$ cat config.mk
export PLATFORM = sky130hd
export DESIGN_NAME = exp_golomb_code_decoder_unit
export DESIGN_NICKNAME = d
export VERILOG_FILES = /design/src/rtl/egd_pkg.sv /design/src/rtl/egd_ctrl.sv /design/src/rtl/egd_datapath.sv /design/src/rtl/exp_golomb_code_decoder_unit.sv
export SDC_FILE = /design/constraint.sdc
export NUM_CORES = 1
export LEC_CHECK = 0
export BUFFER_PORTS_ARGS = -buffer_cell sky130_fd_sc_hd__buf_2
export CAP_MARGIN = 20
export CORE_UTILIZATION = 40
export DETAILED_ROUTE_END_ITERATION = 10
export HOLD_SLACK_MARGIN = 0.1
export SLEW_MARGIN = 20
export SYNTH_ARGS = -nofsm -noshare
export SYNTH_HDL_FRONTEND = slang
export SYNTH_HIERARCHICAL = 1
export SYNTH_SLANG_ARGS = --single-unit
$ cat constraint.sdc
create_clock -name clk -period 8.8 [get_ports clk]
set_input_delay 0 -clock clk [delete_from_list [all_inputs] [get_ports clk]]
set_output_delay 0 -clock clk [all_outputs]
set_load 0.01 [all_outputs]
$ cat src/rtl/egd_pkg.sv
// Shared types, codes and helpers of the Exp-Golomb decoder.
`default_nettype none
package egd_pkg;

  // Longest prefix of zeros that still starts a legal code.
  localparam logic [4:0] MAX_PREFIX_ZEROS = 5'd31;

  // Result status codes.
  localparam logic [1:0] ST_OK    = 2'd0;
  localparam logic [1:0] ST_TRUNC = 2'd1;
  localparam logic [1:0] ST_LONG  = 2'd2;

  // Controller states.
  typedef enum logic [1:0] {
    EGD_IDLE,
    EGD_BITS,
    EGD_FLUSH
  } egd_state_t;

  // Commands from the controller to the datapath.
  typedef struct packed {
    logic load;
    logic step;
    logic last_bit;
    logic flush;
  } egd_cmd_t;

  // Status from the datapath to the controller.
  typedef struct packed {
    logic res;
    logic pend_valid;
    logic out_free;
  } egd_sts_t;

  // Signed mapping of a ue value: odd goes positive, even goes negative.
  function automatic logic [31:0] se_map(input logic [31:0] ue);
    logic [31:0] half;
    half = ue >> 1;
    if (ue[0]) begin
      se_map = half + 32'd1;
    end else begin
      se_map = 32'd0 - half;
    end
  endfunction

endpackage
`default_nettype wire

$ cat src/rtl/egd_ctrl.sv
// Controller of the Exp-Golomb decoder: byte intake, bit sequencing, flush.
`default_nettype none
module egd_ctrl (
  input  wire logic             clk,
  input  wire logic             rst_n,
  input  wire logic             in_tvalid,
  output logic                  in_tready,
  input  wire egd_pkg::egd_sts_t sts,
  output egd_pkg::egd_cmd_t     cmd
);

  egd_pkg::egd_state_t state_r, state_nxt;
  logic [2:0]          bit_cnt_r, bit_cnt_nxt;
  logic                step_ok;
  logic                flush_done;

  // State and bit counter registers.
  always_ff @(posedge clk) begin
    if (!rst_n) begin
      state_r   <= egd_pkg::EGD_IDLE;
      bit_cnt_r <= 3'd0;
    end else begin
      state_r   <= state_nxt;
      bit_cnt_r <= bit_cnt_nxt;
    end
  end

  // A bit may only advance when its result has somewhere to go.
  assign step_ok    = !(sts.res && sts.pend_valid && !sts.out_free);
  assign flush_done = !sts.pend_valid || sts.out_free;

  // Next state and commands.
  always_comb begin
    state_nxt    = state_r;
    bit_cnt_nxt  = bit_cnt_r;
    cmd          = '0;
    cmd.last_bit = (bit_cnt_r == 3'd7);
    in_tready    = 1'b0;
    unique case (state_r)
      egd_pkg::EGD_IDLE: begin
        in_tready = 1'b1;
        if (in_tvalid) begin
          cmd.load    = 1'b1;
          bit_cnt_nxt = 3'd0;
          state_nxt   = egd_pkg::EGD_BITS;
        end
      end
      egd_pkg::EGD_BITS: begin
        if (step_ok) begin
          cmd.step = 1'b1;
          if (bit_cnt_r == 3'd7) begin
            state_nxt = egd_pkg::EGD_FLUSH;
          end else begin
            bit_cnt_nxt = bit_cnt_r + 3'd1;
          end
        end
      end
      egd_pkg::EGD_FLUSH: begin
        cmd.flush = 1'b1;
        if (flush_done) begin
          in_tready = 1'b1;
          if (in_tvalid) begin
            cmd.load    = 1'b1;
            bit_cnt_nxt = 3'd0;
            state_nxt   = egd_pkg::EGD_BITS;
          end else begin
            state_nxt = egd_pkg::EGD_IDLE;
          end
        end
      end
      default: begin
        state_nxt = egd_pkg::EGD_IDLE;
      end
    endcase
  end

endmodule
`default_nettype wire

$ cat src/rtl/egd_datapath.sv
// Datapath of the Exp-Golomb decoder: bit shifter, code state, result buffers.
`default_nettype none
module egd_datapath (
  input  wire logic              clk,
  input  wire logic              rst_n,
  input  wire egd_pkg::egd_cmd_t cmd,
  output egd_pkg::egd_sts_t      sts,
  input  wire logic [7:0]        in_byte,
  input  wire logic              in_end,
  output logic                   out_tvalid,
  input  wire logic              out_tready,
  output logic [63:0]            out_tdata,
  output logic [1:0]             out_tuser,
  output logic                   out_tlast
);

  // Byte being walked, MSB first.
  logic [7:0]  byte_r;
  logic        end_r;

  // Code state.
  logic        in_suffix_r, in_suffix_nxt;
  logic [4:0]  zero_cnt_r, zero_cnt_nxt;
  logic [30:0] suffix_r, suffix_nxt;
  logic [4:0]  suffix_left_r, suffix_left_nxt;

  // One result held back until we know whether it ends the byte.
  logic        pend_valid_r;
  logic [31:0] pend_ue_r;
  logic [1:0]  pend_st_r;

  // Output register.
  logic        out_valid_r;
  logic [31:0] out_ue_r;
  logic [31:0] out_se_r;
  logic [1:0]  out_st_r;
  logic        out_last_r;

  // Bit step results.
  logic        bit_in;
  logic        res;
  logic [31:0] res_ue;
  logic [1:0]  res_st;
  logic [30:0] suffix_shift;
  logic [4:0]  left_dec;
  logic [31:0] prefix_base;
  logic        out_free;
  logic        move_out;
  logic        move_last;

  assign bit_in       = byte_r[7];
  assign suffix_shift = {suffix_r[29:0], bit_in};
  assign left_dec     = suffix_left_r - 5'd1;
  assign prefix_base  = (32'd1 << zero_cnt_r) - 32'd1;
  assign out_free     = !out_valid_r || out_tready;

  // Decode of the current bit, followed by the end-of-buffer check.
  always_comb begin
    in_suffix_nxt   = in_suffix_r;
    zero_cnt_nxt    = zero_cnt_r;
    suffix_nxt      = suffix_r;
    suffix_left_nxt = suffix_left_r;
    res             = 1'b0;
    res_ue          = 32'd0;
    res_st          = egd_pkg::ST_OK;
    if (!in_suffix_r) begin
      if (!bit_in) begin
        if (zero_cnt_r >= egd_pkg::MAX_PREFIX_ZEROS) begin
          res          = 1'b1;
          res_st       = egd_pkg::ST_LONG;
          zero_cnt_nxt = 5'd0;
        end else begin
          zero_cnt_nxt = zero_cnt_r + 5'd1;
        end
      end else if (zero_cnt_r == 5'd0) begin
        res = 1'b1;
      end else begin
        in_suffix_nxt   = 1'b1;
        suffix_nxt      = 31'd0;
        suffix_left_nxt = zero_cnt_r;
      end
    end else begin
      if (left_dec == 5'd0) begin
        res             = 1'b1;
        res_ue          = prefix_base + {1'b0, suffix_shift};
        in_suffix_nxt   = 1'b0;
        zero_cnt_nxt    = 5'd0;
        suffix_nxt      = 31'd0;
        suffix_left_nxt = 5'd0;
      end else begin
        suffix_nxt      = suffix_shift;
        suffix_left_nxt = left_dec;
      end
    end
    // A code still open after the final byte of a buffer is truncated.
    if (cmd.last_bit && end_r && (in_suffix_nxt || zero_cnt_nxt != 5'd0)) begin
      res             = 1'b1;
      res_ue          = 32'd0;
      res_st          = egd_pkg::ST_TRUNC;
      in_suffix_nxt   = 1'b0;
      zero_cnt_nxt    = 5'd0;
      suffix_nxt      = 31'd0;
      suffix_left_nxt = 5'd0;
    end
  end

  // A new result pushes the held one out; the flush pushes it out as last.
  assign move_last = cmd.flush && pend_valid_r && out_free;
  assign move_out  = (cmd.step && res && pend_valid_r) || move_last;

  // Control registers.
  always_ff @(posedge clk) begin
    if (!rst_n) begin
      in_suffix_r   <= 1'b0;
      zero_cnt_r    <= 5'd0;
      suffix_r      <= 31'd0;
      suffix_left_r <= 5'd0;
      pend_valid_r  <= 1'b0;
      out_valid_r   <= 1'b0;
    end else begin
      if (cmd.step) begin
        in_suffix_r   <= in_suffix_nxt;
        zero_cnt_r    <= zero_cnt_nxt;
        suffix_r      <= suffix_nxt;
        suffix_left_r <= suffix_left_nxt;
      end
      if (cmd.step && res) begin
        pend_valid_r <= 1'b1;
      end else if (move_last) begin
        pend_valid_r <= 1'b0;
      end
      if (move_out) begin
        out_valid_r <= 1'b1;
      end else if (out_tready) begin
        out_valid_r <= 1'b0;
      end
    end
  end

  // Payload registers.
  always_ff @(posedge clk) begin
    if (cmd.load) begin
      byte_r <= in_byte;
      end_r  <= in_end;
    end else if (cmd.step) begin
      byte_r <= {byte_r[6:0], 1'b0};
    end
    if (cmd.step && res) begin
      pend_ue_r <= res_ue;
      pend_st_r <= res_st;
    end
    if (move_out) begin
      out_ue_r   <= pend_ue_r;
      out_se_r   <= egd_pkg::se_map(pend_ue_r);
      out_st_r   <= pend_st_r;
      out_last_r <= move_last;
    end
  end

  assign sts.res        = res;
  assign sts.pend_valid = pend_valid_r;
  assign sts.out_free   = out_free;

  assign out_tvalid = out_valid_r;
  assign out_tdata  = {out_se_r, out_ue_r};
  assign out_tuser  = out_st_r;
  assign out_tlast  = out_last_r;

endmodule
`default_nettype wire

$ cat src/rtl/exp_golomb_code_decoder_unit.sv
// Order-0 Exp-Golomb decoder: takes one stream byte a beat, walks its bits MSB
// first and gives one beat per finished code with its ue value, its se value
// and a status (ok, truncated at buffer end, prefix too long). Codes may span
// bytes; a byte gives zero to eight result beats and the last of them carries
// tlast. The decoder handles one bit per clock while it is not stalled: the
// shifter walks the eight bits of the byte, then a flush step hands the held
// result to the output register and takes the next byte. A result that the
// output register cannot take yet stalls the bit walk and the flush.
`default_nettype none
module exp_golomb_code_decoder_unit (
  input  wire logic        clk,
  input  wire logic        rst_n,
  input  wire logic        in_tvalid,
  output logic             in_tready,
  input  wire logic [7:0]  in_tdata,   // [7:0] stream_byte
  input  wire logic        in_tlast,   // buffer_end
  output logic             out_tvalid,
  input  wire logic        out_tready,
  output logic [63:0]      out_tdata,  // [31:0] unsigned_value, [63:32] signed_value
  output logic [1:0]       out_tuser,  // [1:0] status
  output logic             out_tlast   // last_of_byte
);

  egd_pkg::egd_cmd_t cmd;
  egd_pkg::egd_sts_t sts;

  // Sequencer.
  egd_ctrl u_ctrl (
    .clk       (clk),
    .rst_n     (rst_n),
    .in_tvalid (in_tvalid),
    .in_tready (in_tready),
    .sts       (sts),
    .cmd       (cmd)
  );

  // Bit decoder and result buffers.
  egd_datapath u_dp (
    .clk        (clk),
    .rst_n      (rst_n),
    .cmd        (cmd),
    .sts        (sts),
    .in_byte    (in_tdata),
    .in_end     (in_tlast),
    .out_tvalid (out_tvalid),
    .out_tready (out_tready),
    .out_tdata  (out_tdata),
    .out_tuser  (out_tuser),
    .out_tlast  (out_tlast)
  );

endmodule
`default_nettype wire

==> results of run 1 <==
## per-stage QoR
stage / utilization [%] / cell area (um^2) / hold slack [ps] / std cells
6_report: 47.3 / 10800 / 279 / 1394
5_1_grt: 47.3 / 10800 / 302 / 1394
4_1_cts: 47.3 / 10800 / 260 / 1394
3_5_place_dp: 44.3 / 10200 / 186 / 1350
3_3_place_gp: 44.3 / 10200 / 189 / 1350
2_1_floorplan: - / 9480 / 98.9 / 994
## power groups by stage
stage                     Sequential (mW)  Clock [mW]  Combinational [mW]
after global placement              0.861           0               0.193
final                               0.845       0.708               0.199
after floorplan                     0.857           0               0.151
after CTS                           0.845       0.727               0.200
after detailed placement            0.861           0               0.195
after global routing                0.848       0.755               0.223
## layout make-up
class	instances	area, um^2
Tap cell	313	392
Multi-Input combinational cell	672	4600
Sequential cell	158	4260
Inverter	120	450
Timing Repair Buffer	99	571
Clock inverter	14	134
Clock buffer	18	429
Fill cell	2149	12100
## cells in the final DEF, fill, tap and decap left out, types with 8 or more instances in the layout
master / Yosys / routed
inv_1: 119 / 119
edfxtp_1: 110 / 110
buf_2: 6 / 81
nand2_1: 74 / 74
ha_1: 74 / 74
nor2_1: 72 / 72
nand3_1: 66 / 66
a21oi_1: 64 / 63
dfxtp_1: 48 / 48
o31ai_1: 35 / 35
xnor2_1: 34 / 34
o21ai_0: 28 / 28
clkbuf_16: 0 / 17
xor2_1: 17 / 17
a21o_1: 17 / 16
nor3_1: 16 / 16
dlygate4sd3_1: 0 / 12
nor2b_1: 10 / 10
o21a_1: 9 / 9
and2_1: 9 / 9
and3_1: 9 / 9
nand4_1: 9 / 9
nand2b_1: 8 / 8
mux2i_1: 8 / 8
or2_2: 8 / 8
mux2_2: 8 / 8
## flip-flops by register name (all words and copies together) (netlist names)
register / count
u_dp/out_se_r: 32
u_dp/out_ue_r: 32
u_dp/pend_ue_r: 32
u_dp/suffix_r: 30
u_dp/byte_r: 8
u_dp/suffix_left_r: 5
u_dp/zero_cnt_r: 5
u_ctrl/bit_cnt_r: 3
u_ctrl/state_r: 2
u_dp/out_tuser: 2
u_dp/pend_st_r: 2
u_dp/end_r: 1
u_dp/in_suffix_r: 1
u_dp/out_tlast: 1
u_dp/out_tvalid: 1
u_dp/pend_valid_r: 1
## critical path: cells and delay by family (launching register included)
family          cells  cell delay, ps
flops               1             900
compound gates      6            1740
buf+inv             5            1470
simple gates        2             520
fa+ha+maj           1             230
## metal layers
metal | track usage (%) | up-vias | share of wire (%)
li1 | - | 3686 | -
met1 | 23.3 | 3325 | 49
met2 | 27.3 | 167 | 46
met3 | 2.89 | 21 | 3.7
met4 | 6.58 | 0 | 1.8
met5 | 0 | - | 0
## cell families (layout without fill, tap and decap cells)
logic type	after synthesis	count (layout)	share of synthesized area (%)
flops	158	158	45.0
compound gates	219	219	15.6
simple gates	311	311	16.2
mux	16	16	1.80
xor+xnor	51	51	4.71
fa+ha+maj	75	75	9.98
buf+inv	164	251	6.69
## worst min path at each step
stage,depth (start not counted),slack (ps),to
2_1_floorplan,0,100,u_dp/end_r$_DFFE_PP_
3_3_place_gp,1,190,u_dp/end_r$_DFFE_PP_
3_5_place_dp,1,190,u_dp/end_r$_DFFE_PP_
4_1_cts,2,260,u_dp/end_r$_DFFE_PP_
5_1_grt,2,300,u_dp/end_r$_DFFE_PP_
6_report,2,280,u_dp/end_r$_DFFE_PP_
==> metrics.md, run 1 <==
| Metric | Value |
|---|---|
| Post-synth top area cell | `edfxtp_1` |
| Placer Congestion | `roughly 0.86` |
| Setup slack after placement | `3460 ps` |
| Worst Setup EP | `u_dp/out_ue_r[2]$_DFFE_PP_` |
| Hold WC Path Type | `in -> reg` |
| Cell Rows | `55` |
| RSZ-0062 raised after global routing | `false` |
| Vias in the first global route | `approximately 6800` |
| Vias per cell | `between 5 and 6` |
| Endpoint class of the critical path | `flop` |
| H-tree levels | `4` |
| Synthesized area | `9480 um^2` |
| Antenna violations before repair | `0` |
| Pin count of the biggest net entering global routing | `68` |
| Peak supply drop | `0.000112 V` |
| Synthesized flop and latch total | `158` |
| Hold_buf cts | `12` |
| FF-to-FF End | `u_dp/out_ue_r[2]$_DFFE_PP_` |
| FF-to-FF Start | `u_dp/zero_cnt_r[3]$_SDFFE_PN0P_` |
| Depth of the most critical reg-to-reg path | `14` |
| Clk_skew | `13.0 ps` |
| Worst path slowest cell | `dfxtp_1` |
| Port Buffers | `81` |
| Final net count | `between 1000 and 1500` |
| Worst-path clk slew | `around 70 ps` |
| Crit Path Category | `reg -> reg` |
| DRT antenna net count | `0` |
| Post-Syn Nets | `1082` |
| Max stage delay on crit path | `900 ps` |
| First-pass DRT Iterations | `5` |
| IO Pins | `82` |
| Initial DRC Count | `between 400 and 500` |
| Clock sink total | `158` |
| Min Tclk post-route | `5330 ps` |
| Total grt overflow | `0` |
| DIE AREA | `24300 um^2` |
| Power Density | `approximately 160 nW/um^2` |
| Reg2reg setup slack | `between 3000 and 4000 ps` |
| Syn Inst Count | `994` |
| CTS tree | `yes` |
| Crit path arrival time | `5380 ps` |
| Fin. Hold Viols | `0` |
| Via count | `just over 7000` |
| Fin worst setup slack | `3470 ps` |
| Die width | `156 um` |
| Core area | `22900 um^2` |
| Worst Hold Launch | `in_tlast` |
| Antenna Cells | `0` |
| Clock root buffer master | `clkbuf_16` |
| First-pass GRT wire length | `33400 um` |
| Synth warn | `6` |
| Share of the synthesized area in the top cell type | `34.9%` |
| Worst slew pin tran | `1010 ps` |
| Max_cap viols | `0` |
| Combinational power share | `11.3%` |
| DRC | `0` |
| Peak Freq | `0.187 GHz` |
| Final setup TNS | `0 ps` |
| Switching Fraction | `25.5%` |
| Req. time, crit path | `8840 ps` |
| CTS Buf Count | `17` |
| Internal power | `1.30 mW` |
| Final worst path period share | `60.6%` |
| Final number of max-transition violations | `0` |
| Crit path launch | `u_dp/zero_cnt_r[3]$_SDFFE_PN0P_` |
| Crit-path cells | `and3_1, ha_1, inv_1, a21oi_1, a21oi_1, o41ai_4, and2_1, inv_1, a21oi_1, inv_1, a21oi_4, buf_4, a21o_2, buf_4` |
| Slew headroom | `32.8%` |
| Area Overhead vs Synth | `14.4%` |
| Part of the Yosys area used for sequential elements | `a little under half` |
| Setup Viol. Count Final | `0` |
| Top cells by instance count after synthesis | `119 x inv_1, 110 x edfxtp_1, 74 x ha_1, 74 x nand2_1, 72 x nor2_1` |
| Crit Path Max Fanout | `67` |
| Bufs on Longest Clock Path | `2` |
| Initial core utilization | `41.3%` |
| Post-CTS setup buffer count | `0` |
| WL/cell | `14.4 um` |
| Clock network power share | `between 40% and 50%` |
| Most common cell in the netlist | `inv_1` |
| Startpoint class of the critical path | `flop` |
| Share of flip-flops with an asynchronous set or reset | `0%` |
| Hpwl dp | `14700 um` |
| Worst skew pair latency | `420 ps` |
| Global-route total usage across every layer | `17.2%` |
| Number of synthesized flops with an enable pin | `110` |
| Mean Syn Cell Area | `9.53 um^2` |
| Share of cells above drive strength 1 | `13.9%` |
| Post-CTS Resized | `0` |
| Flop pwr share | `48.3%` |
| Status | `finished, final reports clean` |
| WL final | `20100 um` |
| Pleak | `approximately 4.4 nW` |
| Post-synth cell types | `74` |
| Chip Height | `roughly 160 um` |
| Psw | `0.447 mW` |
| Top FF cell, synth | `edfxtp_1` |
| Tot Pwr | `1.75 mW` |
| Largest cells by area after synthesis | `edfxtp_1 35%, dfxtp_1 10%, ha_1 9.8%` |
Power figures use the tool's default switching activity.
==> run 2: changes to the inputs <==
--- a/config.mk
+++ b/config.mk
@@ -5,6 +5,7 @@
 export SDC_FILE = /design/constraint.sdc
 export NUM_CORES = 1
 export LEC_CHECK = 0
+export ABC_AREA = 1
 export BUFFER_PORTS_ARGS = -buffer_cell sky130_fd_sc_hd__buf_2
 export CAP_MARGIN = 20
 export CORE_UTILIZATION = 40
==> constraint.sdc (replaced) <==
create_clock -name clk -period 4.5 [get_ports clk]
set_input_delay 0 -clock clk [delete_from_list [all_inputs] [get_ports clk]]
set_output_delay 0 -clock clk [all_outputs]
set_load 0.01 [all_outputs]
==> run 2 against run 1 <==
  * Clock skew is 1.6 ps higher
  * Critical endpoint is now u_dp/pend_ue_r[23]$_SDFFCE_PP0P_
  * Maximum frequency up 34%
  * Largest power group unchanged
  * Global-route usage increased by 2.2 points
  * Worst setup slack got worse by 2900 ps
  * First-iteration DRC count grew 36%
==> metrics.md, run 2 <==
| Metric | Value |
|---|---|
| Total grt overflow | `0` |
| Core area | `25100 um^2` |
| RSZ-0062 raised after global routing | `false` |
| Clk_skew | `14.7 ps` |
| Initial DRC Count | `629` |
| First-pass GRT wire length | `40400 um` |
| Post-Syn Nets | `1402` |
| Clock root buffer master | `clkbuf_16` |
| Fin. Hold Viols | `0` |
| Met3 wire length | `~810 um` |
| Placer Congestion | `0.899` |
| Most common cell after layout, fill and taps aside | `nand2_1` |
| Bufs on Longest Clock Path | `2` |
| H-tree levels | `4` |
| Peak supply drop | `0.000243 V` |
| Initial core utilization | `40.7%` |
| First-pass DRT Iterations | `5` |
| Hold_buf cts | `13` |
| Largest registers | `u_dp/out_se_r: 32 flops, u_dp/out_ue_r: 32 flops, u_dp/pend_ue_r: 32 flops` |
| Mean Syn Cell Area | `7.78 um^2` |
| DRT antenna net count | `0` |
| Most frequent cells in the layout | `282 x nand2_1, 210 x inv_1, 148 x nor2_1` |
| Post-synth cell types | `49` |
| Post-CTS Resized | `0` |
| Die width | `162 um` |
| Crit path arrival time | `4260 ps` |
| Post-synth top area cell | `edfxtp_1` |
| Antenna violations before repair | `0` |
| Vias per cell | `4.98` |
| Share of cells above drive strength 1 | `11.5%` |
| CTS tree | `yes` |
| WL final | `24400 um` |
| Area Overhead vs Synth | `14.2%` |
| Share of the synthesized area in the top cell type | `32.3%` |
| Placed cell count | `1691` |
| Req. time, crit path | `4790 ps` |
| Cell Area, Placed | `around 11000 um^2` |
| Final setup TNS | `0 ps` |
| DIE AREA | `26200 um^2` |
| Peak Freq | `0.252 GHz` |
| Final number of max-transition violations | `0` |
| Min Tclk post-route | `slightly below 4000 ps` |
| Syn Inst Count | `1314` |
| Status | `finished, final reports clean` |
| Top cells by instance count after synthesis | `283 x nand2_1, 210 x inv_1, 148 x nor2_1` |
| Antenna Cells | `0` |
| Global-route total usage across every layer | `19.3%` |
| Top sig layer | `met4` |
| Endpoint class of the critical path | `flop` |
| Most common cell in the netlist | `nand2_1` |
| Filler instances | `2582` |
| Chip Height | `roughly 160 um` |
| Setup Viol. Count Final | `0` |
| DRC | `0` |
| Synthesized area | `10200 um^2` |
| Worst skew pair latency | `430 ps` |
| Worst slew pin tran | `roughly 720 ps` |
| Port Buffers | `81` |
| Number of synthesized flops with an enable pin | `110` |
| Metal2 WL | `11700 um` |
| Synth warn | `6` |
| Crit Path Category | `reg -> reg` |
| Part of the Yosys area used for sequential elements | `41.7%` |
| Via count | `8655` |
| Share of flip-flops with an asynchronous set or reset | `0%` |
| WL/cell | `14.1 um` |
| Largest cells by area after synthesis | `edfxtp_1 32%, nand2_1 10%, dfxtp_1 9.4%` |
| Design area | `11700 um^2` |
| Final worst path period share | `88.2%` |
| Clock sink total | `158` |
| Power Density | `between 400 and 500 nW/um^2` |
| Startpoint class of the critical path | `flop` |
| Post-Route M1 WL | `11300 um` |
| Final net count | `1482` |
| Max_cap viols | `0` |
| Slew headroom | `51.6%` |
| Cell Rows | `58` |
| Worst-path clk slew | `~80 ps` |
| Hold WC Path Type | `in -> reg` |
| Synthesized flop and latch total | `158` |
| IO Pins | `roughly 80` |
| Pleak | `5.12 nW` |
| Pin count of the biggest net entering global routing | `50` |
| Crit Path Max Fanout | `16` |
| Post-Layout Cell Count | `1737` |
| Top FF cell, synth | `edfxtp_1` |
| Hpwl dp | `18200 um` |
| Vias in the first global route | `about 8100` |
| Post-CTS setup buffer count | `0` |
| CTS Buf Count | `17` |
==> run 2: cell families (layout without fill, tap and decap cells) <==
group                      Yosys count  count (layout)  share of synthesized area, %
and+or+nand+nor                    601             601                          25.7
buffers and inverters              263             356                          10.3
AOI/OAI and AO/OA                  177             177                          9.63
adders and majority gates           75              75                          9.25
DFF                                158             158                          41.7
xor gates and xnor gates            40              40                          3.43
==> run 2: metrics by stage <==
| stage | setup slack (ps) | util, % | power [mW] | hold slack, ps |
|---|---|---|---|---|
| 2_1_floorplan | 119 | - | 3.09 | 98.9 |
| 4_1_cts | 554 | 46.4 | 4.97 | 275 |
| 3_5_place_dp | 607 | 43.5 | 3.49 | 191 |
| 5_1_grt | 176 | 46.5 | 5.28 | 292 |
| 3_3_place_gp | 636 | 43.5 | 3.47 | 190 |
| 6_report | 531 | 46.5 | 4.93 | 301 |
==> run 2: where the power goes <==
group	internal (mW)	total [mW]	switching, mW	leakage, nW
Clock	0.747	1.45	0.708	0.291
Combinational	0.551	1.57	1.02	3.43
Sequential	1.78	1.91	0.135	1.40
==> run 2: area by class of cell <==
type	count	area [um^2]	area share, %
clock buffers	17	425	3.64
well taps	330	413	3.54
multi-input cells	893	4910	42.1
repair buffers	108	686	5.87
flip-flops and latches	158	4260	36.5
inverters	216	813	6.97
clock inverters	15	163	1.39
==> run 2: final timing paths <==
check                                       start                          endpoint  slack, ps  cells after the start
setup reg to reg  u_dp/zero_cnt_r[3]$_SDFFE_PN0P_  u_dp/pend_ue_r[23]$_SDFFCE_PP0P_        530                     16
hold / removal                           in_tlast              u_dp/end_r$_DFFE_PP_        300                      2
setup / recovery  u_dp/zero_cnt_r[3]$_SDFFE_PN0P_  u_dp/pend_ue_r[23]$_SDFFCE_PP0P_        530                     16
hold reg to reg   u_dp/pend_st_r[0]$_SDFFCE_PN1P_       u_dp/out_tuser[0]$_DFFE_PP_        430                      0
==> run 2: worst max-delay path, stage by stage (launching register included) <==
cell	delay, ps
dfxtp_1	700
inv_1	390
nand4_1	260
ha_1	170
inv_1	40
ha_1	200
fa_1	410
nand2_1	100
a21oi_1	170
nand3_1	120
nand2_1	80
nand3_1	130
nand2_1	140
a21boi_0	320
o21ai_0	170
or2_2	290
a21oi_1	120
==> run 2: layer usage <==
layer,up-vias,track usage (%)
met5,-,0
met4,0,7.55
met3,31,2.76
li1,4481,-
met1,3932,24.5
met2,211,33.1
